## config.mk

```make
export PLATFORM = sky130hd
export DESIGN_NAME = mux_control_message_parser
export DESIGN_NICKNAME = d
export VERILOG_FILES = /design/src/rtl/mcmp_pkg.sv /design/src/rtl/mux_control_message_parser.sv
export VERILOG_INCLUDE_DIRS = /design/src /design/src/rtl
export SDC_FILE = /design/constraint.sdc
export NUM_CORES = 1
export LEC_CHECK = 0
export ABC_AREA = 1
export BUFFER_PORTS_ARGS = -buffer_cell sky130_fd_sc_hd__buf_2
export CAP_MARGIN = 15
export CORE_MARGIN = 2
export CORE_UTILIZATION = 55
export CTS_CLUSTER_DIAMETER = 150
export DETAILED_ROUTE_END_ITERATION = 12
export GPL_ROUTABILITY_DRIVEN = 1
export PLACE_DENSITY_LB_ADDON = 0.3
export RECOVER_POWER = 100
export SYNTH_ARGS = -nofsm -noshare
export SYNTH_HDL_FRONTEND = slang
export SYNTH_SLANG_ARGS = --single-unit
```

## constraint.sdc

```tcl
create_clock -name clk -period 5 [get_ports clk]
set_input_delay 0.5 -clock clk [delete_from_list [all_inputs] [get_ports clk]]
set_output_delay 0.5 -clock clk [all_outputs]
set_load 0.01 [all_outputs]
```

## src/rtl/mux_control_message_parser_assert.svh

```systemverilog
// Assertion macros shared by the parser RTL.
// Each macro checks a property on the rising edge of clk, ignored during rst.
`ifndef MUX_CONTROL_MESSAGE_PARSER_ASSERT_SVH
`define MUX_CONTROL_MESSAGE_PARSER_ASSERT_SVH

// Same-cycle implication.
`define MCMP_ASSERT_NOW(label, cond, prop) \
  label: assert property (@(posedge clk) disable iff (rst) (cond) |-> (prop)) \
    else $error("mcmp assertion failed");

// Next-cycle implication.
`define MCMP_ASSERT_NEXT(label, cond, prop) \
  label: assert property (@(posedge clk) disable iff (rst) (cond) |=> (prop)) \
    else $error("mcmp assertion failed");

`endif

```

## src/rtl/mcmp_pkg.sv

```systemverilog
package mcmp_pkg;

  // Number of body bytes kept after the type and length bytes.
  localparam int unsigned BODY_BYTES = 8;

  // Message type codes (bits 7..2 of the type byte).
  localparam logic [5:0] MSG_PN  = 6'h20;
  localparam logic [5:0] MSG_MSC = 6'h38;

  // Credit flag nibble for a command and for a response.
  localparam logic [3:0] CREDIT_CMD = 4'hF;
  localparam logic [3:0] CREDIT_RSP = 4'hE;

  // Shortest body lengths for each supported message.
  localparam logic [6:0] PN_MIN_LEN  = 7'd8;
  localparam logic [6:0] MSC_MIN_LEN = 7'd2;

  // Signal bits kept from the MSC signal byte.
  localparam logic [7:0] V24_MASK = 8'hCE;

  // Result status codes.
  typedef enum logic [3:0] {
    ST_OK          = 4'd0,
    ST_SHORT       = 4'd1,
    ST_TYPE_EXT    = 4'd2,
    ST_LEN_EXT     = 4'd3,
    ST_OVERRUN     = 4'd4,
    ST_UNSUPPORTED = 4'd5,
    ST_PN_SHORT    = 4'd6,
    ST_MSC_SHORT   = 4'd7,
    ST_DLCI_EA     = 4'd8
  } status_t;

  // One input beat.
  typedef struct packed {
    logic [7:0] data_byte;
    logic       last_byte;
  } byte_beat_t;

  // One result beat.
  typedef struct packed {
    logic [3:0]  status;
    logic        cr_bit;
    logic [5:0]  msg_type;
    logic [6:0]  msg_length;
    logic [5:0]  dlci;
    logic        credit_supported;
    logic [5:0]  priority_res;
    logic [15:0] max_frame_size;
    logic [2:0]  credit_init;
    logic [7:0]  v24_signals;
  } result_beat_t;

endpackage

```

## src/rtl/mux_control_message_parser.sv

```systemverilog
// Channel  Direction  Handshake                 Payload
// byte     in         byte_valid / byte_stall     mcmp_pkg::byte_beat_t
// result   out        result_valid / result_stall mcmp_pkg::result_beat_t
//
// One byte is taken per cycle while byte_stall is low; a message's result is
// registered as its last byte is taken: in the output register, or the skid on a stall.
// The decode is one pass of logic from the capture registers to the output register.
// A skid register behind the output register lets bytes keep flowing while a
// result waits; byte_stall rises only when both hold results.
// rst is synchronous and clears the byte count, the header and body capture and
// both result slots.
module mux_control_message_parser (
  input  logic                   clk,
  input  logic                   rst,
  input  logic                   byte_valid,
  output logic                   byte_stall,
  input  mcmp_pkg::byte_beat_t   byte_beat,
  output logic                   result_valid,
  input  logic                   result_stall,
  output mcmp_pkg::result_beat_t result_beat
);

  // Capture state for the message in progress.
  logic [7:0] byte_count;
  logic [7:0] type_byte;
  logic [7:0] length_byte;
  logic [7:0] body_bytes [mcmp_pkg::BODY_BYTES];

  // Skid slot behind the output register.
  logic                   skid_valid;
  mcmp_pkg::result_beat_t skid_beat;

  logic                   byte_take;
  logic                   result_load;
  logic [7:0]             count_next;
  logic [7:0]             type_m;
  logic [7:0]             length_m;
  logic [7:0]             body_m [mcmp_pkg::BODY_BYTES];
  mcmp_pkg::result_beat_t decoded;

  assign byte_stall  = skid_valid;
  assign byte_take   = byte_valid && !skid_valid;
  assign result_load = byte_take && byte_beat.last_byte;

  // Saturating count including the current byte.
  assign count_next = (byte_count == 8'hFF) ? 8'hFF : byte_count + 8'd1;

  // Capture state with the current byte merged in.
  always_comb begin
    type_m   = (byte_count == 8'd0) ? byte_beat.data_byte : type_byte;
    length_m = (byte_count == 8'd1) ? byte_beat.data_byte : length_byte;
    for (int i = 0; i < mcmp_pkg::BODY_BYTES; i++) begin
      body_m[i] = (byte_count == 8'(i + 2)) ? byte_beat.data_byte : body_bytes[i];
    end
  end

  // Header checks, then PN or MSC body decode.
  always_comb begin
    decoded = '0;
    decoded.status = mcmp_pkg::ST_OK;
    priority if (count_next < 8'd2) begin
      decoded.status = mcmp_pkg::ST_SHORT;
    end else if (!type_m[0]) begin
      decoded.status = mcmp_pkg::ST_TYPE_EXT;
    end else if (!length_m[0]) begin
      decoded.status = mcmp_pkg::ST_LEN_EXT;
    end else begin
      decoded.cr_bit     = type_m[1];
      decoded.msg_type   = type_m[7:2];
      decoded.msg_length = length_m[7:1];
      priority if ({1'b0, length_m[7:1]} + 8'd2 > count_next) begin
        decoded.status = mcmp_pkg::ST_OVERRUN;
      end else if (type_m[7:2] == mcmp_pkg::MSG_PN) begin
        if (length_m[7:1] < mcmp_pkg::PN_MIN_LEN) begin
          decoded.status = mcmp_pkg::ST_PN_SHORT;
        end else begin
          decoded.dlci             = body_m[0][5:0];
          decoded.credit_supported = (body_m[1][7:4] ==
            (type_m[1] ? mcmp_pkg::CREDIT_CMD : mcmp_pkg::CREDIT_RSP));
          decoded.priority_res     = body_m[2][5:0];
          decoded.max_frame_size   = {body_m[5], body_m[4]};
          decoded.credit_init      = body_m[7][2:0];
        end
      end else if (type_m[7:2] == mcmp_pkg::MSG_MSC) begin
        priority if (length_m[7:1] < mcmp_pkg::MSC_MIN_LEN) begin
          decoded.status = mcmp_pkg::ST_MSC_SHORT;
        end else if (!body_m[0][0]) begin
          decoded.status = mcmp_pkg::ST_DLCI_EA;
        end else begin
          decoded.dlci        = body_m[0][7:2];
          decoded.v24_signals = body_m[1] & mcmp_pkg::V24_MASK;
        end
      end else begin
        decoded.status = mcmp_pkg::ST_UNSUPPORTED;
      end
    end
  end

  // Byte capture; everything clears after the last byte of a message.
  always_ff @(posedge clk) begin
    if (rst) begin
      byte_count  <= '0;
      type_byte   <= '0;
      length_byte <= '0;
      for (int i = 0; i < mcmp_pkg::BODY_BYTES; i++) begin
        body_bytes[i] <= '0;
      end
    end else if (byte_take) begin
      if (byte_beat.last_byte) begin
        byte_count  <= '0;
        type_byte   <= '0;
        length_byte <= '0;
        for (int i = 0; i < mcmp_pkg::BODY_BYTES; i++) begin
          body_bytes[i] <= '0;
        end
      end else begin
        byte_count  <= count_next;
        type_byte   <= type_m;
        length_byte <= length_m;
        for (int i = 0; i < mcmp_pkg::BODY_BYTES; i++) begin
          body_bytes[i] <= body_m[i];
        end
      end
    end
  end

  // Output register with a skid slot behind it.
  always_ff @(posedge clk) begin
    if (rst) begin
      result_valid <= 1'b0;
      skid_valid   <= 1'b0;
    end else if (!result_valid || !result_stall) begin
      if (skid_valid) begin
        result_valid <= 1'b1;
        skid_valid   <= 1'b0;
      end else begin
        result_valid <= result_load;
      end
    end else if (result_load) begin
      skid_valid <= 1'b1;
    end
  end

  // Result payloads follow the valid flags above.
  always_ff @(posedge clk) begin
    if (!result_valid || !result_stall) begin
      if (skid_valid) begin
        result_beat <= skid_beat;
      end else if (result_load) begin
        result_beat <= decoded;
      end
    end else if (result_load) begin
      skid_beat <= decoded;
    end
  end

  `include "mux_control_message_parser_assert.svh"

  // The skid slot is only used while the output register is full.
  `MCMP_ASSERT_NOW(a_skid_behind_out, skid_valid, result_valid)

  // A byte that is not last never creates a result on an empty output.
  `MCMP_ASSERT_NEXT(a_no_spurious_result,
    byte_take && !byte_beat.last_byte && !result_valid, !result_valid)

  // The last byte restarts the byte count.
  `MCMP_ASSERT_NEXT(a_count_restart, result_load, byte_count == 8'd0)

  // Results carry only defined status codes.
  `MCMP_ASSERT_NOW(a_status_range, result_valid,
    result_beat.status <= mcmp_pkg::ST_DLCI_EA)

endmodule

```

Word-level counts from Yosys, hierarchy flattened
Memories as Yosys holds them, arrays and structs flattened.
Index checks and enable logic that the tools add are counted.
- bits in registers: 142
- memory bits (writable): 64
- output and inout bits: 60
- logic and storage cells: 144
- memories kept: 1
- $add $sub $neg: 2
- $lt $le $gt $ge: 4
- equal/unequal tests: 15
- multiplexer cells: 67
- bitwise gates (word level): 17
- reductions and logical operators: 13
- memories (memory ; depth ; bits a word ; read ports ; clocked after memory_dff ; write ports ; RTL line ; text):
    body_bytes ; 8 ; 8 ; 6 ; 0 ; 8 ; mux_control_message_parser.sv:27 ; logic [7:0] body_bytes [mcmp_pkg::BODY_BYTES];
- operator list (operator ; count):
    2-to-1 mux 8 bit ; 34
    2-to-1 mux 54 bit ; 3
    2-to-1 mux 58 bit ; 2
    2-to-1 mux 40 bit ; 1
    equality test 8 x 3 -> 1 bit (second input constant) ; 4
    2-to-1 mux 32 bit ; 1
    2-to-1 mux 4 bit ; 8
    2-to-1 mux 26 bit ; 1
    2-to-1 mux 6 bit ; 4
    equality test 8 x 2 -> 1 bit (second input constant) ; 2
    equality test 8 x 4 -> 1 bit (second input constant) ; 2
    bitwise OR 1 bit ; 16
    equality test 6 bit (second input constant) ; 2
    2-to-1 mux 1 bit ; 12
    adder 7 x 2 -> 8 bit (second input constant) ; 1
    adder 8 x 1 -> 8 bit (second input constant) ; 1
    equality test 8 x 1 -> 1 bit (second input constant) ; 1
    equality test 8 bit (second input constant) ; 1
    > comparator 8 bit ; 1
    logical NOT 8 bit ; 1
    less-than comparator 8 x 2 -> 1 bit (second input constant) ; 1
    AND reduction 2 bit ; 4
    less-than comparator 7 x 2 -> 1 bit (second input constant) ; 1
    less-than comparator 7 x 4 -> 1 bit (second input constant) ; 1
    9 further kinds ; 13

Longest topological paths before layout
Gate-level depths: netlist of the first run.
- word-level depth: 12
- depth in mapped cells: 25

Least setup slack after synthesis of the first run
No wires, ideal clock.
- path kind: register -> register
- start point: register skid_valid, in the netlist byte_stall
- end point: register result_beat[10] (netlist bit), enable pin
- arrival: 3.422 ns
- path slack: 1.092 ns
- cell stages (with the launch flop): 4
- buffers on the path: 1
- cell sequence: dfxtp_1 clkbuf_1 a21oi_1 a21oi_1
- longest elaborated chain between the ends: 5
- ends and longest elaborated chain (item ; RTL line ; text):
    from (decl) ; mux_control_message_parser.sv:30 ; logic skid_valid;
    from (signal assigned) ; mux_control_message_parser.sv:131 ; skid_valid <= 1'b0;
    from (signal assigned) ; mux_control_message_parser.sv:135 ; skid_valid <= 1'b0;
    from (signal assigned) ; mux_control_message_parser.sv:140 ; skid_valid <= 1'b1;
    logical NOT 1 bit ; mux_control_message_parser.sv:42 ; assign byte_take = byte_valid && !skid_valid;
    logical AND 1 bit ; mux_control_message_parser.sv:42 ;
    logical AND 1 bit ; mux_control_message_parser.sv:43 ; assign result_load = byte_take && byte_beat.last_byte;
    nonzero test 2 bit (no source line) (*) ; n/a ;
    AND reduction 2 bit (no source line) (*) ; n/a ;
    to (signal assigned) ; mux_control_message_parser.sv:148 ; result_beat <= skid_beat;
    to (signal assigned) ; mux_control_message_parser.sv:150 ; result_beat <= decoded;
    to (decl) ; mux_control_message_parser.sv:20 ; output mcmp_pkg::result_beat_t result_beat
Every way passes the cells marked *; elsewhere a longest branch is shown, timed or not.
A chain may end at the register's enable or synchronous reset.

Worst setup path after layout of the first run
- start point: register skid_valid, in the netlist byte_stall
- end point: register skid_beat[11] (netlist bit), enable pin
- longest elaborated chain between the ends: 4
- ends and longest elaborated chain (item ; RTL line ; text):
    logical NOT 1 bit ; mux_control_message_parser.sv:42 ;
    logical AND 1 bit ; mux_control_message_parser.sv:42 ;
    logical AND 1 bit ; mux_control_message_parser.sv:43 ;
    AND reduction 2 bit (no source line) ; n/a ;
    to (signal assigned) ; mux_control_message_parser.sv:153 ; skid_beat <= decoded;
    to (decl) ; mux_control_message_parser.sv:31 ; mcmp_pkg::result_beat_t skid_beat;
Every way passes these cells.

==> results of run 1 <==
==> layer usage <==
metal,vias to the layer above,GRT usage [%],wire length (µm)
met5,-,0,0
met4,0,9.696,480
met3,35,4.843,1046
met2,187,37.13,8456
met1,2836,29.56,7474
li1,3008,-,-
==> cell families after synthesis <==
group                      share of synthesized area, %
and+or+nand+nor                                   20.62
DFF                                               60.28
buffers and inverters                             7.321
AOI/OAI and AO/OA                                 8.786
adders and majority gates                         1.983
xor gates and xnor gates                         0.9610
other                                           0.04572
==> cells in the mapped netlist, drive strengths merged <==
cell type	n
nand2	203
nor2	146
edfxtp	142
inv	116
o21ai	82
dfxtp	34
a21oi	28
nand3	24
clkbuf	23
o22ai	18
ha	13
or2	13
buf	9
nand4	7
xor2	7
nor3	6
o21a	3
xnor2	2
a31oi	1
a32o	1
clkinv	1
conb	1
==> critical path, stage by stage, from the launching register on <==
cell,delay (ns)
dfxtp_1,0.30
inv_1,0.88
nand3_1,0.23
nor2_1,1.84
buf_4,0.63
==> stage by stage <==
| step | util (%) | std cells |
|---|---|---|
| finish | 62.99 | 1138 |
| global route | 62.99 | 1138 |
| CTS | 63.82 | 1138 |
| detailed placement | 59.69 | 1107 |
| global placement | 59.69 | 1107 |
| floorplan | - | 882 |
==> power groups by stage <==
stage / registers [mW] / clock network (mW) / logic, mW
floorplan: 1.66 / 0 / 0.120
global placement: 1.65 / 0 / 0.191
detailed placement: 1.65 / 0 / 0.192
CTS: 1.62 / 1.37 / 0.193
global route: 1.62 / 1.44 / 0.210
finish: 1.62 / 1.36 / 0.189
==> cell type report <==
| cell class | instances | area (µm²) |
|---|---|---|
| clock buffer | 18 | 429.2 |
| clock inverter | 13 | 170.2 |
| fill | 1248 | 5379 |
| inverter | 117 | 440.4 |
| multi-input combinational | 557 | 2644 |
| sequential | 176 | 4945 |
| tap | 184 | 230.2 |
| timing repair buffer | 73 | 296.5 |
==> worst max path at each step <==
stage | from | endpoint | slack, ns | cells after the start
6_report | byte_stall | skid_beat[11] | 0.74 | 4
5_1_grt | byte_count[0] | result_beat[15] | 0.38 | 21
4_1_cts | byte_count[0] | result_beat[15] | 1.07 | 21
3_5_place_dp | byte_count[0] | result_beat[15] | 1.09 | 21
3_3_place_gp | byte_count[0] | result_beat[10] | 1.33 | 21
2_1_floorplan | byte_stall | result_beat[10] | 1.09 | 3
==> registers in the layout, summed over array words and instances, names as in the netlist <==
signal	flops
body_bytes	40
type_byte	8
byte_count	8
result_beat	55
skid_beat	55
length_byte	8
byte_stall	1
result_valid	1
==> results.txt, run 1 <==
Outcome -> finished with violations
Failing checks -> max-capacitance violations, max-slew violations
RSZ-0062 raised after global routing -> false
Hold Slack -> 0.3124 ns
Pwr Density -> 346.4 nW/µm²
Period utilisation layout -> 85.17%
Number of synthesized register bits -> 176
Die Width -> 126.1 µm
Total of max-cap violations -> 2
Setup Crit Path Kind -> reg2reg
Total Wirelength -> 17,460 µm
H-tree Lvls -> 4
Worst EP required -> 5.08 ns
Cell internal pwr -> 2.484 mW
CP arrival -> 4.34 ns
Root buffer cell -> clkbuf_16
Num rows -> 44
Final Hold Viols -> 0
Layout cells sized above 1 -> 6.709%
Number of port buffers -> 69
Total power -> 3.171 mW
Area Overhead vs Synth -> 11.61%
Initial antenna violation count -> 0
DR DRC count -> 0
Post-Place Setup Slack -> 1.093 ns
F_max -> 0.2348 GHz
Nets@finish -> 968
Starting Density -> 56.44%
Most frequent cells in the layout -> 196 x nand2_1, 142 x edfxtp_1, 141 x nor2_1
NetSw -> 0.6868 mW
Post-DP Area -> 8676 µm²
CTS buffer count -> 17
Crit path time final -> 4.258 ns
Clk pwr share -> 42.9%
Post-route ant nets -> 0
Total gr overflow -> 0
HP Class -> in2reg
LEAKAGE -> 3.830 nW
Clock Sinks -> 176
Largest cells by area after synthesis -> edfxtp_1 52%, nand2_1 8.9%, dfxtp_1 8.3%
Hold Path Sink -> byte_count[0]
First-pass GRT wire length -> 28,100 µm
Reg2reg path depth -> 4
Setup slack, reg-to-reg -> 0.74 ns
Detailed placement HPWL -> 11,680 µm
Slew @ Worst Pin -> 2.848 ns
CP endpoint kind -> register
CP Launch Type -> register
Slew margin rel. -> -89.86%
Via count -> 6,066
CTS Hold Bufs -> 0
Gpl congestion -> 0.8590
Via density per instance -> 5.330
Sequential area share after synthesis -> 60.28%
Post_cts resized -> 0
Netlist Area Pre-Place -> 8203 µm²
Die ar. -> 15,910 µm²
Core Area -> 14,530 µm²
GRT Util Overall -> 22.72%
Final setup TNS -> 0 ns
Die Y -> 126.1 µm
Vias in the first global route -> 5,779
Post-Syn Area per Cell -> 9.321 µm²
Library cells used by synthesis -> 36
Clock Skews -> 0.01052 ns
Largest net degree at the start of global routing -> 73
Min-Delay Path Depth -> 2
Hold path startpoint -> rst
Final setup fails -> 0
Drt first-iter violations -> 733
Final Worst Setup Slack -> 0.7417 ns
I/O Pins -> 73
Wire per inst -> 15.34 µm
Clock buffer depth -> 2
Net Sw Frac -> 21.66%
Clock-pin transition on the worst setup and hold timing paths -> 0.06 ns
Post-CTS Setup Inserts -> 0
Most common cell after layout, fill and taps aside -> nand2_1
Clock Latency Late Sink -> 0.44 ns
Max Slew Vio Count -> 99
RR Endpoint -> skid_beat[11]
# diodes -> 0
Yosys top cell area share -> 51.98%
VDD IR-drop max -> 0.2399 mV
Mapped Cells -> 880
Critical-path maximum fanout -> 42
Reg2reg start -> byte_stall
1st-pass router iterations -> 5
Part of the power in registers -> 51.2%
Largest area contributor in the synthesized netlist -> edfxtp_1
CTS tree -> built
Synth warn -> 0
Combinational power share -> 5.9%
Final Cell Area -> 9155 µm²
Power figures use the tool's default switching activity.
==> run 2, diff against run 1 <==
Settings changed: CORE_ASPECT_RATIO set to 0.9.
==> run 2 against run 1 <==
  * The run still ends with max-capacitance violations, max-slew violations left
  * Core utilization is 0.51 points lower
  * Total power is 0.14% lower
  * Clock skew hardly changed
  * Critical path type unchanged
  * Cell area hardly changed
  * Largest cell class unchanged
  * Fmax is 2.8% higher
  * Highest routed layer unchanged
==> results.txt, run 2 (synthesis results as in run 1) <==
Gpl congestion -> 0.9229 (+7.4%)
CTS buffer count -> 17 (unchanged)
Post-route ant nets -> 0 (unchanged)
Wire per inst -> 15.64 µm (+2.0%)
Num rows -> 42 (-4.5%)
Hold path startpoint -> rst
Worst EP required -> 5.25 ns (+0.17 ns)
Final Worst Setup Slack -> 0.8561 ns (+0.1144 ns)
Post-Place Setup Slack -> 1.151 ns (+0.05750 ns)
Via count -> 6,094 (+0.46%)
Slew @ Worst Pin -> 1.752 ns (-1.096 ns)
Setup Crit Path Kind -> reg2reg
Die ar. -> 15,910 µm² (about the same)
DR DRC count -> 0 (unchanged)
# diodes -> 0 (unchanged)
Crit path time final -> 4.144 ns (-0.1144 ns)
Via density per instance -> 5.285 (-0.85%)
Clock buffer depth -> 2 (unchanged)
CTS Hold Bufs -> 0 (unchanged)
H-tree Lvls -> 4 (unchanged)
Vias in the first global route -> 5,656 (-2.1%)
RR Endpoint -> result_beat[30]
Largest regs -> result_beat (55), skid_beat (55), body_bytes (40)
Detailed placement HPWL -> 11,730 µm (+0.43%)
# fillers -> 1,217 (-2.5%)
Die Y -> 119.9 µm (-5.0%)
Post_cts resized -> 0 (unchanged)
Core Area -> 14,660 µm² (+0.88%)
Final core utilization -> 62.49% (-0.51 points)
CP endpoint kind -> register
Clock Skews -> 0.01056 ns (+0.00003580 ns)
Reg2reg start -> byte_count[1]
Final setup TNS -> 0 ns (unchanged)
Most Crowded Layer GR -> met2
Starting Density -> 55.95% (-0.49 points)
GRT Util Overall -> 23.87% (+1.2 points)
Largest net degree at the start of global routing -> 73 (unchanged)
Outcome -> finished with violations
Slew margin rel. -> -16.95% (+73 points)
Final Hold Viols -> 0 (unchanged)
GRT met3 Usage -> 6.337% (+1.5 points)
1st-pass router iterations -> 5 (unchanged)
Nets@finish -> 968 (unchanged)
Setup slack, reg-to-reg -> 0.86 ns (+0.11 ns)
Total of max-cap violations -> 1 (-1)
Total Wirelength -> 18,040 µm (+3.3%)
RSZ-0062 raised after global routing -> false
I/O Pins -> 73 (unchanged)
Failing checks -> max-capacitance violations, max-slew violations
Total gr overflow -> 0 (unchanged)
Most frequent cells in the layout -> 196 x nand2_1, 142 x edfxtp_1, 140 x nor2_1
Critical-path maximum fanout -> 25 (-40%)
Clock Sinks -> 176 (unchanged)
Hold Path Sink -> byte_count[0]
Period utilisation layout -> 82.88% (-2.3 points)
Initial antenna violation count -> 0 (unchanged)
VDD IR-drop max -> 0.2445 mV (+1.9%)
F_max -> 0.2413 GHz (+2.8%)
First-pass GRT wire length -> 29,210 µm (+4.0%)
Max Slew Vio Count -> 32 (-68%)
Final setup fails -> 0 (unchanged)
Total power -> 3.167 mW (-0.14%)
HP Class -> in2reg
LEAKAGE -> 3.834 nW (about the same)
Layout cells sized above 1 -> 7.016% (+0.31 points)
Drt first-iter violations -> 705 (-3.8%)
Clock-pin transition on the worst setup and hold timing paths -> 0.06 ns (about the same)
Grt met2 use -> 35.59% (-1.5 points)
Clock Latency Late Sink -> 0.43 ns (about the same)
Post-CTS Setup Inserts -> 0 (unchanged)
Die Width -> 132.7 µm (+5.2%)
Register area -> 4945 µm² (unchanged)
Area Overhead vs Synth -> 11.68% (about the same)
Met1 Usage GRT -> 34.23% (+4.7 points)
Root buffer cell -> clkbuf_16
Reg2reg path depth -> 20 (+16)
CP Launch Type -> register
CP arrival -> 4.39 ns (+0.05 ns)
Most common cell after layout, fill and taps aside -> nand2_1
Number of port buffers -> 69 (unchanged)
CTS tree -> built
Hold Slack -> 0.3107 ns (-0.001732 ns)
Min-Delay Path Depth -> 2 (unchanged)
Pwr Density -> 345.7 nW/µm² (-0.21%)
Multi-input combinational cell area -> 2631 µm² (-0.47%)
run 2: changes by cell type in the layout (fill, tap and decap cells not counted), sizes merged:
cell      delta
clkbuf       +1
clkinv       -1
clkinvlp     +1
run 2: cell type report:
class | instances | area share (%)
inverters | 117 | 4.807
clock buffers | 19 | 4.725
repair buffers | 73 | 3.223
multi-input cells | 557 | 28.72
well taps | 198 | 2.704
clock inverters | 13 | 1.844
flip-flops and latches | 176 | 53.97
run 2: through the flow:
step | cell area (µm²) | cells
2_1_floorplan | 8210 | 882
3_3_place_gp | 8693 | 1121
3_5_place_dp | 8693 | 1121
4_1_cts | 9295 | 1153
5_1_grt | 9161 | 1153
6_report | 9161 | 1153
run 2: critical path, cell delays in order, from the launching register on:
cell and delay (ns):
dfxtp_1 0.39, inv_1 0.09, ha_1 0.20, nand2_1 0.13, nor2_4 0.10, o21ai_0 0.43
inv_1 0.14, nor2_1 0.17, nand2_1 0.09, xor2_1 0.15, ha_1 0.30, a21oi_1 0.17
nor2_1 0.05, nor3_1 0.14, nand2_1 0.08, nand2_1 0.15, nand2_1 0.09, nor2_1 0.23
nand3_4 0.30, or2_0 0.35, o21ai_0 0.20
run 2: power breakdown:
part	internal, mW	switching [mW]	total, mW
logic	0.0475	0.143	0.191
registers	1.61	0.0103	1.62
clock network	0.828	0.526	1.35
total	2.49	0.679	3.17
run 2: worst max-delay path by stage:
stage	start	to	slack [ns]
global route	byte_count[1]	result_beat[30]	0.39
detailed placement	byte_count[0]	result_beat[10]	1.15
floorplan	byte_stall	result_beat[10]	1.09
finish	byte_count[1]	result_beat[30]	0.86
CTS	byte_count[0]	result_beat[30]	1.08
global placement	byte_count[0]	result_beat[13]	1.30
run 2: layer usage:
metal / part of all wire (%) / vias to the layer above
li1: - / 3007
met1: 46 / 2832
met2: 44 / 231
met3: 7.9 / 24
met4: 1.8 / 0
met5: 0 / -
